File: src/rtl/assert_macros.svh
// assertion helpers shared by the rtl files
`ifndef ASSERT_MACROS_SVH
`define ASSERT_MACROS_SVH

// same-cycle implication, held off during reset
`define ASSERT_IMPLIES(label, clk, rst_n, ante, cons, msg) \
  label: assert property (@(posedge clk) disable iff (!rst_n) (ante) |-> (cons)) \
    else $error(msg);

// next-cycle implication, held off during reset
`define ASSERT_NEXT(label, clk, rst_n, ante, cons, msg) \
  label: assert property (@(posedge clk) disable iff (!rst_n) (ante) |=> (cons)) \
    else $error(msg);

`endif

File: src/rtl/jsu_pkg.sv
// ----------------------------------------------------------------------------
// jsu_pkg
// Types, codes and helper functions for the json string unescaper.
// ----------------------------------------------------------------------------
`default_nettype none

package jsu_pkg;

  // input transfer payload
  typedef struct packed {
    logic [7:0] in_byte;
    logic       final_byte;
  } jsu_in_t;

  // result transfer payload
  typedef struct packed {
    logic [7:0] out_byte;
    logic       byte_valid;
    logic       last;
    logic [2:0] status;
  } jsu_out_t;

  // status codes
  typedef enum logic [2:0] {
    ST_RUN      = 3'd0,
    ST_DONE     = 3'd1,
    ST_BAD_OPEN = 3'd2,
    ST_BAD_ESC  = 3'd3,
    ST_BAD_HEX  = 3'd4,
    ST_BAD_SURR = 3'd5,
    ST_UNTERM   = 3'd6
  } jsu_status_t;

  // decoder modes, one-hot
  typedef enum logic [6:0] {
    MODE_OPEN    = 7'b0000001,
    MODE_BODY    = 7'b0000010,
    MODE_ESC     = 7'b0000100,
    MODE_HEX1    = 7'b0001000,
    MODE_NEED_BS = 7'b0010000,
    MODE_NEED_U  = 7'b0100000,
    MODE_HEX2    = 7'b1000000
  } jsu_mode_t;

  // up to four utf-8 bytes, index of the last one
  typedef struct packed {
    logic [3:0][7:0] bytes;
    logic [1:0]      last_idx;
  } jsu_utf8_t;

  // everything one input byte produces
  typedef struct packed {
    logic [3:0][7:0] bytes;
    logic [1:0]      last_idx;
    logic            has_bytes;
    jsu_status_t     status;
  } jsu_bundle_t;

  // characters of interest
  localparam logic [7:0] CH_QUOTE  = 8'h22;
  localparam logic [7:0] CH_BSLASH = 8'h5C;
  localparam logic [7:0] CH_SLASH  = 8'h2F;
  localparam logic [7:0] CH_B      = 8'h62;
  localparam logic [7:0] CH_F      = 8'h66;
  localparam logic [7:0] CH_N      = 8'h6E;
  localparam logic [7:0] CH_R      = 8'h72;
  localparam logic [7:0] CH_T      = 8'h74;
  localparam logic [7:0] CH_U      = 8'h75;

  localparam logic [7:0] BS_CODE  = 8'h08;
  localparam logic [7:0] FF_CODE  = 8'h0C;
  localparam logic [7:0] LF_CODE  = 8'h0A;
  localparam logic [7:0] CR_CODE  = 8'h0D;
  localparam logic [7:0] TAB_CODE = 8'h09;

  // surrogate ranges and supplementary plane base
  localparam logic [15:0] HI_SURR_MIN = 16'hD800;
  localparam logic [15:0] HI_SURR_MAX = 16'hDBFF;
  localparam logic [15:0] LO_SURR_MIN = 16'hDC00;
  localparam logic [15:0] LO_SURR_MAX = 16'hDFFF;
  localparam logic [20:0] SUPP_BASE   = 21'h10000;

  // hex digit value, bit 4 set when not a hex digit
  function automatic logic [4:0] hex_value(input logic [7:0] c);
    logic [7:0] d;
    d = 8'h00;
    if (c >= 8'h30 && c <= 8'h39) begin
      d = c - 8'h30;
      return {1'b0, d[3:0]};
    end
    if (c >= 8'h41 && c <= 8'h46) begin
      d = c - 8'h37;
      return {1'b0, d[3:0]};
    end
    if (c >= 8'h61 && c <= 8'h66) begin
      d = c - 8'h57;
      return {1'b0, d[3:0]};
    end
    return 5'b10000;
  endfunction

  // code point to utf-8, one to four bytes
  function automatic jsu_utf8_t utf8_encode(input logic [20:0] cp);
    jsu_utf8_t r;
    r = '0;
    if (cp < 21'h80) begin
      r.bytes[0] = {1'b0, cp[6:0]};
      r.last_idx = 2'd0;
    end else if (cp < 21'h800) begin
      r.bytes[0] = {3'b110, cp[10:6]};
      r.bytes[1] = {2'b10, cp[5:0]};
      r.last_idx = 2'd1;
    end else if (cp < 21'h10000) begin
      r.bytes[0] = {4'b1110, cp[15:12]};
      r.bytes[1] = {2'b10, cp[11:6]};
      r.bytes[2] = {2'b10, cp[5:0]};
      r.last_idx = 2'd2;
    end else begin
      r.bytes[0] = {5'b11110, cp[20:18]};
      r.bytes[1] = {2'b10, cp[17:12]};
      r.bytes[2] = {2'b10, cp[11:6]};
      r.bytes[3] = {2'b10, cp[5:0]};
      r.last_idx = 2'd3;
    end
    return r;
  endfunction

endpackage

`default_nettype wire

File: src/rtl/jsu_decode.sv
// ----------------------------------------------------------------------------
// jsu_decode
// Input register and the per-byte decode step: escape handling, hex
// accumulation, surrogate pairing and utf-8 encoding into one bundle.
// ----------------------------------------------------------------------------
`default_nettype none
`include "assert_macros.svh"

module jsu_decode (
  input  wire                  clk,
  input  wire                  rst_n,
  input  wire                  in_valid,
  output logic                 in_stall,
  input  jsu_pkg::jsu_in_t     in_data,
  output logic                 bnd_valid,
  output jsu_pkg::jsu_bundle_t bnd,
  input  wire                  bnd_ready
);
  import jsu_pkg::*;

  logic        inr_valid_r, inr_valid_nxt;
  jsu_in_t     inr_data_r;
  logic        in_xfer;
  logic        dec_go;

  jsu_mode_t   mode_r, mode_nxt;
  logic [15:0] acc_r, acc_nxt;
  logic [1:0]  cnt_r, cnt_nxt;
  logic [9:0]  hi_r, hi_nxt;

  logic [7:0]  c;
  logic [4:0]  hex_v;
  logic [15:0] acc_full;
  logic [20:0] cp_surr;
  jsu_utf8_t   enc_bmp, enc_surr;

  // input register handshake
  assign dec_go        = inr_valid_r && bnd_ready;
  assign in_stall      = inr_valid_r && !bnd_ready;
  assign in_xfer       = in_valid && !in_stall;
  assign inr_valid_nxt = in_xfer || (inr_valid_r && !dec_go);

  always_ff @(posedge clk) begin
    if (!rst_n) begin
      inr_valid_r <= 1'b0;
    end else begin
      inr_valid_r <= inr_valid_nxt;
    end
  end

  always_ff @(posedge clk) begin
    if (in_xfer) begin
      inr_data_r <= in_data;
    end
  end

  // operands of the step
  assign c        = inr_data_r.in_byte;
  assign hex_v    = hex_value(c);
  assign acc_full = {acc_r[11:0], hex_v[3:0]};
  assign cp_surr  = SUPP_BASE + {1'b0, hi_r, acc_full[9:0]};
  assign enc_bmp  = utf8_encode({5'd0, acc_full});
  assign enc_surr = utf8_encode(cp_surr);

  // one decode step
  always_comb begin
    mode_nxt      = mode_r;
    acc_nxt       = acc_r;
    cnt_nxt       = cnt_r;
    hi_nxt        = hi_r;
    bnd           = '0;
    bnd.status    = ST_RUN;
    case (mode_r)
      MODE_BODY: begin
        if (c == CH_QUOTE) begin
          bnd.status = ST_DONE;
        end else if (c == CH_BSLASH) begin
          mode_nxt = MODE_ESC;
        end else begin
          bnd.bytes[0]  = c;
          bnd.has_bytes = 1'b1;
        end
      end
      MODE_ESC: begin
        mode_nxt      = MODE_BODY;
        bnd.has_bytes = 1'b1;
        case (c)
          CH_B: bnd.bytes[0] = BS_CODE;
          CH_F: bnd.bytes[0] = FF_CODE;
          CH_N: bnd.bytes[0] = LF_CODE;
          CH_R: bnd.bytes[0] = CR_CODE;
          CH_T: bnd.bytes[0] = TAB_CODE;
          CH_QUOTE, CH_BSLASH, CH_SLASH: bnd.bytes[0] = c;
          CH_U: begin
            bnd.has_bytes = 1'b0;
            mode_nxt      = MODE_HEX1;
            acc_nxt       = '0;
            cnt_nxt       = '0;
          end
          default: begin
            bnd.has_bytes = 1'b0;
            bnd.status    = ST_BAD_ESC;
          end
        endcase
      end
      MODE_HEX1, MODE_HEX2: begin
        if (hex_v[4]) begin
          bnd.status = ST_BAD_HEX;
        end else begin
          acc_nxt = acc_full;
          if (cnt_r != 2'd3) begin
            cnt_nxt = cnt_r + 2'd1;
          end else begin
            cnt_nxt = '0;
            if (mode_r == MODE_HEX1) begin
              if (acc_full inside {[LO_SURR_MIN:LO_SURR_MAX]}) begin
                bnd.status = ST_BAD_SURR;
              end else if (acc_full inside {[HI_SURR_MIN:HI_SURR_MAX]}) begin
                hi_nxt   = acc_full[9:0];
                mode_nxt = MODE_NEED_BS;
              end else begin
                bnd.bytes     = enc_bmp.bytes;
                bnd.last_idx  = enc_bmp.last_idx;
                bnd.has_bytes = 1'b1;
                mode_nxt      = MODE_BODY;
              end
            end else begin
              if (!(acc_full inside {[LO_SURR_MIN:LO_SURR_MAX]})) begin
                bnd.status = ST_BAD_SURR;
              end else begin
                bnd.bytes     = enc_surr.bytes;
                bnd.last_idx  = enc_surr.last_idx;
                bnd.has_bytes = 1'b1;
                mode_nxt      = MODE_BODY;
                hi_nxt        = '0;
              end
            end
          end
        end
      end
      MODE_NEED_BS: begin
        if (c == CH_BSLASH) begin
          mode_nxt = MODE_NEED_U;
        end else begin
          bnd.status = ST_BAD_SURR;
        end
      end
      MODE_NEED_U: begin
        if (c == CH_U) begin
          mode_nxt = MODE_HEX2;
          acc_nxt  = '0;
          cnt_nxt  = '0;
        end else begin
          bnd.status = ST_BAD_SURR;
        end
      end
      default: begin
        if (c == CH_QUOTE) begin
          mode_nxt = MODE_BODY;
        end else begin
          bnd.status = ST_BAD_OPEN;
        end
      end
    endcase

    // buffer ran out before the string ended: drop the bytes
    if (bnd.status == ST_RUN && inr_data_r.final_byte) begin
      bnd.status    = ST_UNTERM;
      bnd.bytes     = '0;
      bnd.last_idx  = '0;
      bnd.has_bytes = 1'b0;
    end

    // end of string or error: back to waiting for the opening quote
    if (bnd.status != ST_RUN) begin
      mode_nxt = MODE_OPEN;
      acc_nxt  = '0;
      cnt_nxt  = '0;
      hi_nxt   = '0;
    end
  end

  assign bnd_valid = inr_valid_r;

  // decoder state
  always_ff @(posedge clk) begin
    if (!rst_n) begin
      mode_r <= MODE_OPEN;
      acc_r  <= '0;
      cnt_r  <= '0;
      hi_r   <= '0;
    end else if (dec_go) begin
      mode_r <= mode_nxt;
      acc_r  <= acc_nxt;
      cnt_r  <= cnt_nxt;
      hi_r   <= hi_nxt;
    end
  end

  `ASSERT_NEXT(a_clear_after_end, clk, rst_n, dec_go && bnd.status != ST_RUN, mode_r == MODE_OPEN && acc_r == '0 && hi_r == '0, "state not cleared after end of string")
  `ASSERT_IMPLIES(a_status_no_bytes, clk, rst_n, bnd_valid && bnd.status != ST_RUN, !bnd.has_bytes, "bytes decoded alongside a final status")

endmodule

`default_nettype wire

File: src/rtl/jsu_serial.sv
// ----------------------------------------------------------------------------
// jsu_serial
// Result register: holds one decoded bundle and hands its bytes out one
// transfer at a time, marking the last of the run.
// ----------------------------------------------------------------------------
`default_nettype none
`include "assert_macros.svh"

module jsu_serial (
  input  wire                  clk,
  input  wire                  rst_n,
  input  wire                  bnd_valid,
  input  jsu_pkg::jsu_bundle_t bnd,
  output logic                 bnd_ready,
  output logic                 out_valid,
  input  wire                  out_stall,
  output jsu_pkg::jsu_out_t    out_data
);
  import jsu_pkg::*;

  logic        bv_r, bv_nxt;
  jsu_bundle_t b_r;
  logic [1:0]  idx_r, idx_nxt;
  logic        cur_last;
  logic        out_xfer;
  logic        run_done;
  logic        load;

  // handshake and hand-over
  assign cur_last  = (idx_r == b_r.last_idx);
  assign out_xfer  = bv_r && !out_stall;
  assign run_done  = out_xfer && cur_last;
  assign bnd_ready = !bv_r || run_done;
  assign load      = bnd_valid && bnd_ready;
  assign bv_nxt    = load || (bv_r && !run_done);

  always_comb begin
    idx_nxt = idx_r;
    if (load) begin
      idx_nxt = '0;
    end else if (out_xfer) begin
      idx_nxt = idx_r + 2'd1;
    end
  end

  always_ff @(posedge clk) begin
    if (!rst_n) begin
      bv_r  <= 1'b0;
      idx_r <= '0;
    end else begin
      bv_r  <= bv_nxt;
      idx_r <= idx_nxt;
    end
  end

  always_ff @(posedge clk) begin
    if (load) begin
      b_r <= bnd;
    end
  end

  // result fields
  assign out_valid           = bv_r;
  assign out_data.out_byte   = b_r.bytes[idx_r];
  assign out_data.byte_valid = b_r.has_bytes;
  assign out_data.last       = cur_last;
  assign out_data.status     = b_r.status;

  `ASSERT_IMPLIES(a_empty_is_last, clk, rst_n, out_valid && !out_data.byte_valid, out_data.last, "status-only result not marked last")
  `ASSERT_IMPLIES(a_bytes_running, clk, rst_n, out_valid && out_data.byte_valid, out_data.status == ST_RUN, "decoded byte with non-running status")
  `ASSERT_NEXT(a_run_continues, clk, rst_n, out_valid && !out_stall && !out_data.last, out_valid && out_data.byte_valid, "run cut short")

endmodule

`default_nettype wire

File: src/rtl/json_string_unescape_utf8.sv
// Path: a byte passes the input register, then the result register, before
// its first result appears.
// Throughput: one input byte per cycle while out_stall is low and each byte
// yields one result; multi-byte utf-8 output holds the result register.
// Reset: synchronous, active low; the decoder waits for an opening quote.
// ----------------------------------------------------------------------------
// json_string_unescape_utf8
// Unescapes a json string literal byte by byte into utf-8, reporting done
// or an error status at the end of each string.
// ----------------------------------------------------------------------------
`default_nettype none

module json_string_unescape_utf8 (
  input  wire                clk,
  input  wire                rst_n,
  input  wire                in_valid,
  output logic               in_stall,
  input  jsu_pkg::jsu_in_t   in_data,
  output logic               out_valid,
  input  wire                out_stall,
  output jsu_pkg::jsu_out_t  out_data
);
  import jsu_pkg::*;

  logic        bnd_valid;
  logic        bnd_ready;
  jsu_bundle_t bnd;

  // decode step behind the input register
  jsu_decode u_decode (
    .clk       (clk),
    .rst_n     (rst_n),
    .in_valid  (in_valid),
    .in_stall  (in_stall),
    .in_data   (in_data),
    .bnd_valid (bnd_valid),
    .bnd       (bnd),
    .bnd_ready (bnd_ready)
  );

  // result register and byte serialiser
  jsu_serial u_serial (
    .clk       (clk),
    .rst_n     (rst_n),
    .bnd_valid (bnd_valid),
    .bnd       (bnd),
    .bnd_ready (bnd_ready),
    .out_valid (out_valid),
    .out_stall (out_stall),
    .out_data  (out_data)
  );

endmodule

`default_nettype wire

File: config.mk
export PLATFORM = sky130hd
export DESIGN_NAME = json_string_unescape_utf8
export DESIGN_NICKNAME = d
export VERILOG_FILES = /design/src/rtl/jsu_pkg.sv /design/src/rtl/jsu_decode.sv /design/src/rtl/jsu_serial.sv /design/src/rtl/json_string_unescape_utf8.sv
export VERILOG_INCLUDE_DIRS = /design/src /design/src/rtl
export SDC_FILE = /design/constraint.sdc
export NUM_CORES = 1
export LEC_CHECK = 0
export ABC_CLOCK_PERIOD_IN_PS = 3800
export BUFFER_PORTS_ARGS = -buffer_cell sky130_fd_sc_hd__buf_2
export CORE_MARGIN = 10
export CORE_UTILIZATION = 60
export DETAILED_ROUTE_END_ITERATION = 16
export PLACE_DENSITY = 0.81
export SYNTH_ARGS = -nofsm -noshare
export SYNTH_HDL_FRONTEND = slang
export SYNTH_SLANG_ARGS = --single-unit
File: constraint.sdc
create_clock -name clk -period 3.8 [get_ports clk]
set_input_delay 0.76 -clock clk [delete_from_list [all_inputs] [get_ports clk]]
set_output_delay 0.76 -clock clk [all_outputs]
set_load 0.02 [all_outputs]
==> flow_metrics.py <==
metrics = {
    "finish": {
        "layout-drive-gt1-share_pct": 16.22,
        "final_nets": 534,
        "layout_common_cells": "46 x nor2_1, 43 x edfxtp_1, 35 x nand2_1, 35 x dfxtp_1, 33 x a21oi_1",
        "n_antenna_cell": 0,
        "area_growth_syn_to_layout_pct": 7.146,
        "design_area_um2": 5196,
        "final_common_cell": "nor2_1",
    },
    "worst_setup_path": {
        "reg2reg_depth": 9,
        "endpoint_kind": "flop",
        "timing.rr.end": "u_serial.b_r[6]",
        "cp_max_fo": 9,
        "cp-start-kind": "flop",
        "worstPathArrival_ns": 3.57,
        "required_ns": 3.88,
        "criticalPathCategory": "flop to flop",
        "r2r_start": "u_decode.c[0]",
        "r2r_slack_ns": 0.31,
    },
    "die": {
        "rows": 32,
        "dieArea_um2": 12080,
        "die_w_um": 109.9,
        "ios": 28,
        "start_util_pct": 62.12,
        "design.core.area_um2": 7807,
        "die_h_um": 109.9,
    },
    "sta": {
        "finalCritPeriodShare_pct": 91.78,
        "setup_viol": 0,
        "tns_ns": 0,
        "fmax_mhz": 286.7,
        "whs_ns": 0.4849,
        "finClkSkew_ns": 0.01237,
        "drv_slew": 0,
        "hold_viol": 0,
        "tightest_slew_ns": 0.9867,
        "rsz0062_at_grt": "false",
        "finalCriticalPeriod_ns": 3.488,
        "slew_headroom_pct": 34.09,
    },
    "power_and_ir_drop": {
        "power_switching_uw": 440.3,
        "power_density_nw_per_um2": 330.0,
        "swShare_pct": 25.68,
        "ir_drop_v": 0.0002075,
        "comb_power_share_pct": 7.5,
        "pwr-share-seq_pct": 54.7,
        "leakagePower_uw": 0.001768,
        "pwr-share-clk_pct": 37.8,
        "p_int_uw": 1274,
    },
    "routing": {
        "num_vias": 4336,
        "postRouteAntennaNets": 0,
        "wl_mm": 13.74,
        "first_pass_iters": 6,
        "viasPerCell": 6.994,
        "drc": 0,
        "initialDrtViolationCount": 701,
        "avgRoutedWirePerCell_um": 22.16,
    },
    "yosys": {
        "syn_area_per_cell_um2": 9.641,
        "synth_enable_flop_cells": 43,
        "syn_area_um2": 4850,
        "ys_seq_area_share_pct": 41.07,
        "syn_inst": 503,
        "synthDistinctLibCells": 82,
        "ys_seq_elements": 78,
        "synth_top_flop_cell": "edfxtp_1",
        "synth_warnings": 0,
        "async_flop_share_pct": 0,
        "synthesis.nets": 524,
    },
    "clock_tree": {
        "cts_buffers": 9,
        "tritoncts": "yes",
        "cts.repair.resized": 0,
        "hold_buffers": 0,
        "htree_levels": 3,
        "clock_latency_ns": 0.36,
        "clock-sinks": 78,
        "cts_root_buf": "clkbuf_8",
        "clk_path_buf_depth": 2,
        "cts_setup_buffers": 0,
        "clkTransAtPathRegs_ns": 0.09,
    },
    "place": {
        "dp_hpwl_mm": 10.19,
        "gp_routability_congestion": 0.9783,
        "dpl-instance-area_um2": 4992,
        "portBuffers": 27,
    },
    "worst_hold_path": {
        "hold_path_depth": 2,
        "hp-start": "u_decode.cnt_r[1]",
        "worst_hold_path.endpoint": "u_decode.cnt_r[1]",
        "hold_path_class": "flop to flop",
    },
    "grt": {
        "overflow": 0,
        "antenna_found_initial": 0,
        "grt_pass1_wl_mm": 21.79,
        "grt_pass1_vias": 3957,
        "track_usage_pct": 23.13,
        "grt_max_degree": 36,
    },
    "run_status": {
        "outcome": "completed",
    },
    "run": {
        "max_cap_viol_count": 0,
    },
}
## metrics by stage
| step | setup WS, ns | util, % | cells | power (uW) |
|---|---|---|---|---|
| 6_report | 0.3122 | 66.55 | 620 | 1715 |
| 5_1_grt | 0.06488 | 66.55 | 620 | 1767 |
| 4_1_cts | 0.3769 | 66.55 | 620 | 1718 |
| 3_5_place_dp | 0.4163 | 63.94 | 604 | 1085 |
| 3_3_place_gp | 0.5226 | 63.94 | 604 | 1080 |
| 2_1_floorplan | 0.9979 | - | 503 | 1041 |
## cell families (layout without fill, tap and decap cells)
logic type / after synthesis / in the layout / share of synthesized area, %
flip-flops: 78 / 78 / 41.07
adder cells (fa/ha/maj): 8 / 8 / 2.064
multiplexers: 11 / 11 / 4.128
AND/OR/NAND/NOR: 195 / 195 / 23.27
buffers and inverters: 51 / 66 / 4.876
XOR/XNOR: 7 / 7 / 1.264
AO/OA/AOI/OAI: 153 / 153 / 23.32
## per-layer routing
layer	GRT usage, %	share of wire (%)	wire length [um]
met4	6.041	2.1	284
met1	33.38	44	5977
met5	0	0	0
met3	4.681	10	1437
met2	34.42	44	6039
## worst max-delay path: stages (launching register included)
cell and delay (ns):
edfxtp_1 0.54, inv_1 0.18, ha_1 0.31, nor4b_4 0.32, o22ai_1 0.22, a211oi_2 0.52, nor2_1 0.22, a21oi_1 0.30
a311o_1 0.45, a21oi_1 0.15
## worst max path at each step
stage | slack, ns | cells after the start | from | end
2_1_floorplan | 1.0 | 10 | u_decode.c[0] | u_serial.b_r[31]
3_3_place_gp | 0.52 | 9 | u_decode.c[0] | u_serial.b_r[6]
3_5_place_dp | 0.42 | 9 | u_decode.c[0] | u_serial.b_r[24]
4_1_cts | 0.38 | 9 | u_decode.c[0] | u_serial.b_r[24]
5_1_grt | 0.06 | 9 | u_decode.c[1] | u_serial.b_r[6]
6_report | 0.31 | 9 | u_decode.c[0] | u_serial.b_r[6]
## layout make-up
type                            instances  area [um2]
Multi-Input combinational cell        374        2621
Timing Repair Buffer                   35       195.2
Clock buffer                            9       123.9
Sequential cell                        78        1992
Inverter                               15       56.30
Clock inverter                          7       80.08
Fill cell                             644        2611
Tap cell                              102       127.6
## cells in the mapped netlist, types with 5 or more instances
library cell	number	share of area, %
a22oi_1	8	1.2
nor2_1	46	3.6
nor4_1	5	0.64
nor3b_1	5	0.77
a32o_1	11	2.3
buf_4	6	0.93
or3_1	7	0.90
buf_2	12	1.2
clkbuf_1	15	1.2
nand4_1	5	0.64
o21ai_1	5	0.52
dfxtp_1	35	14
and3_1	7	0.90
edfxtp_1	43	27
nand2b_1	9	1.2
ha_1	8	2.1
nand3_1	14	1.4
nand2_1	35	2.7
and2_1	5	0.64
a211o_1	6	1.1
nor3_1	18	1.9
mux4_2	7	3.3
nand3b_1	5	0.77
a21oi_1	33	3.4
o21ai_0	16	1.7
inv_1	15	1.2
a22o_1	14	2.5
a211oi_1	5	0.77
a21o_1	5	0.77
nor2b_1	8	1.0
## state kept, by name, indices dropped and copies added (netlist names)
signal	cells
u_serial.b_r	30
u_decode.acc_r	12
u_decode.hi_r	10
u_decode.c	8
u_decode.mode_r	7
u_serial.out_data	4
u_decode.cnt_r	2
u_serial.idx_r	2
u_decode.bnd_valid	1
u_decode.inr_data_r	1
u_serial.out_valid	1
## power by group through the flow
| stage | clock network [uW] | registers [uW] | logic [uW] |
|---|---|---|---|
| finish | 648 | 937 | 129 |
| global route | 687 | 940 | 140 |
| CTS | 652 | 937 | 129 |
| detailed placement | 0 | 956 | 129 |
| global placement | 0 | 955 | 126 |
| floorplan | 0 | 944 | 97.0 |
No activity file was read; power rests on OpenSTA's default activity.
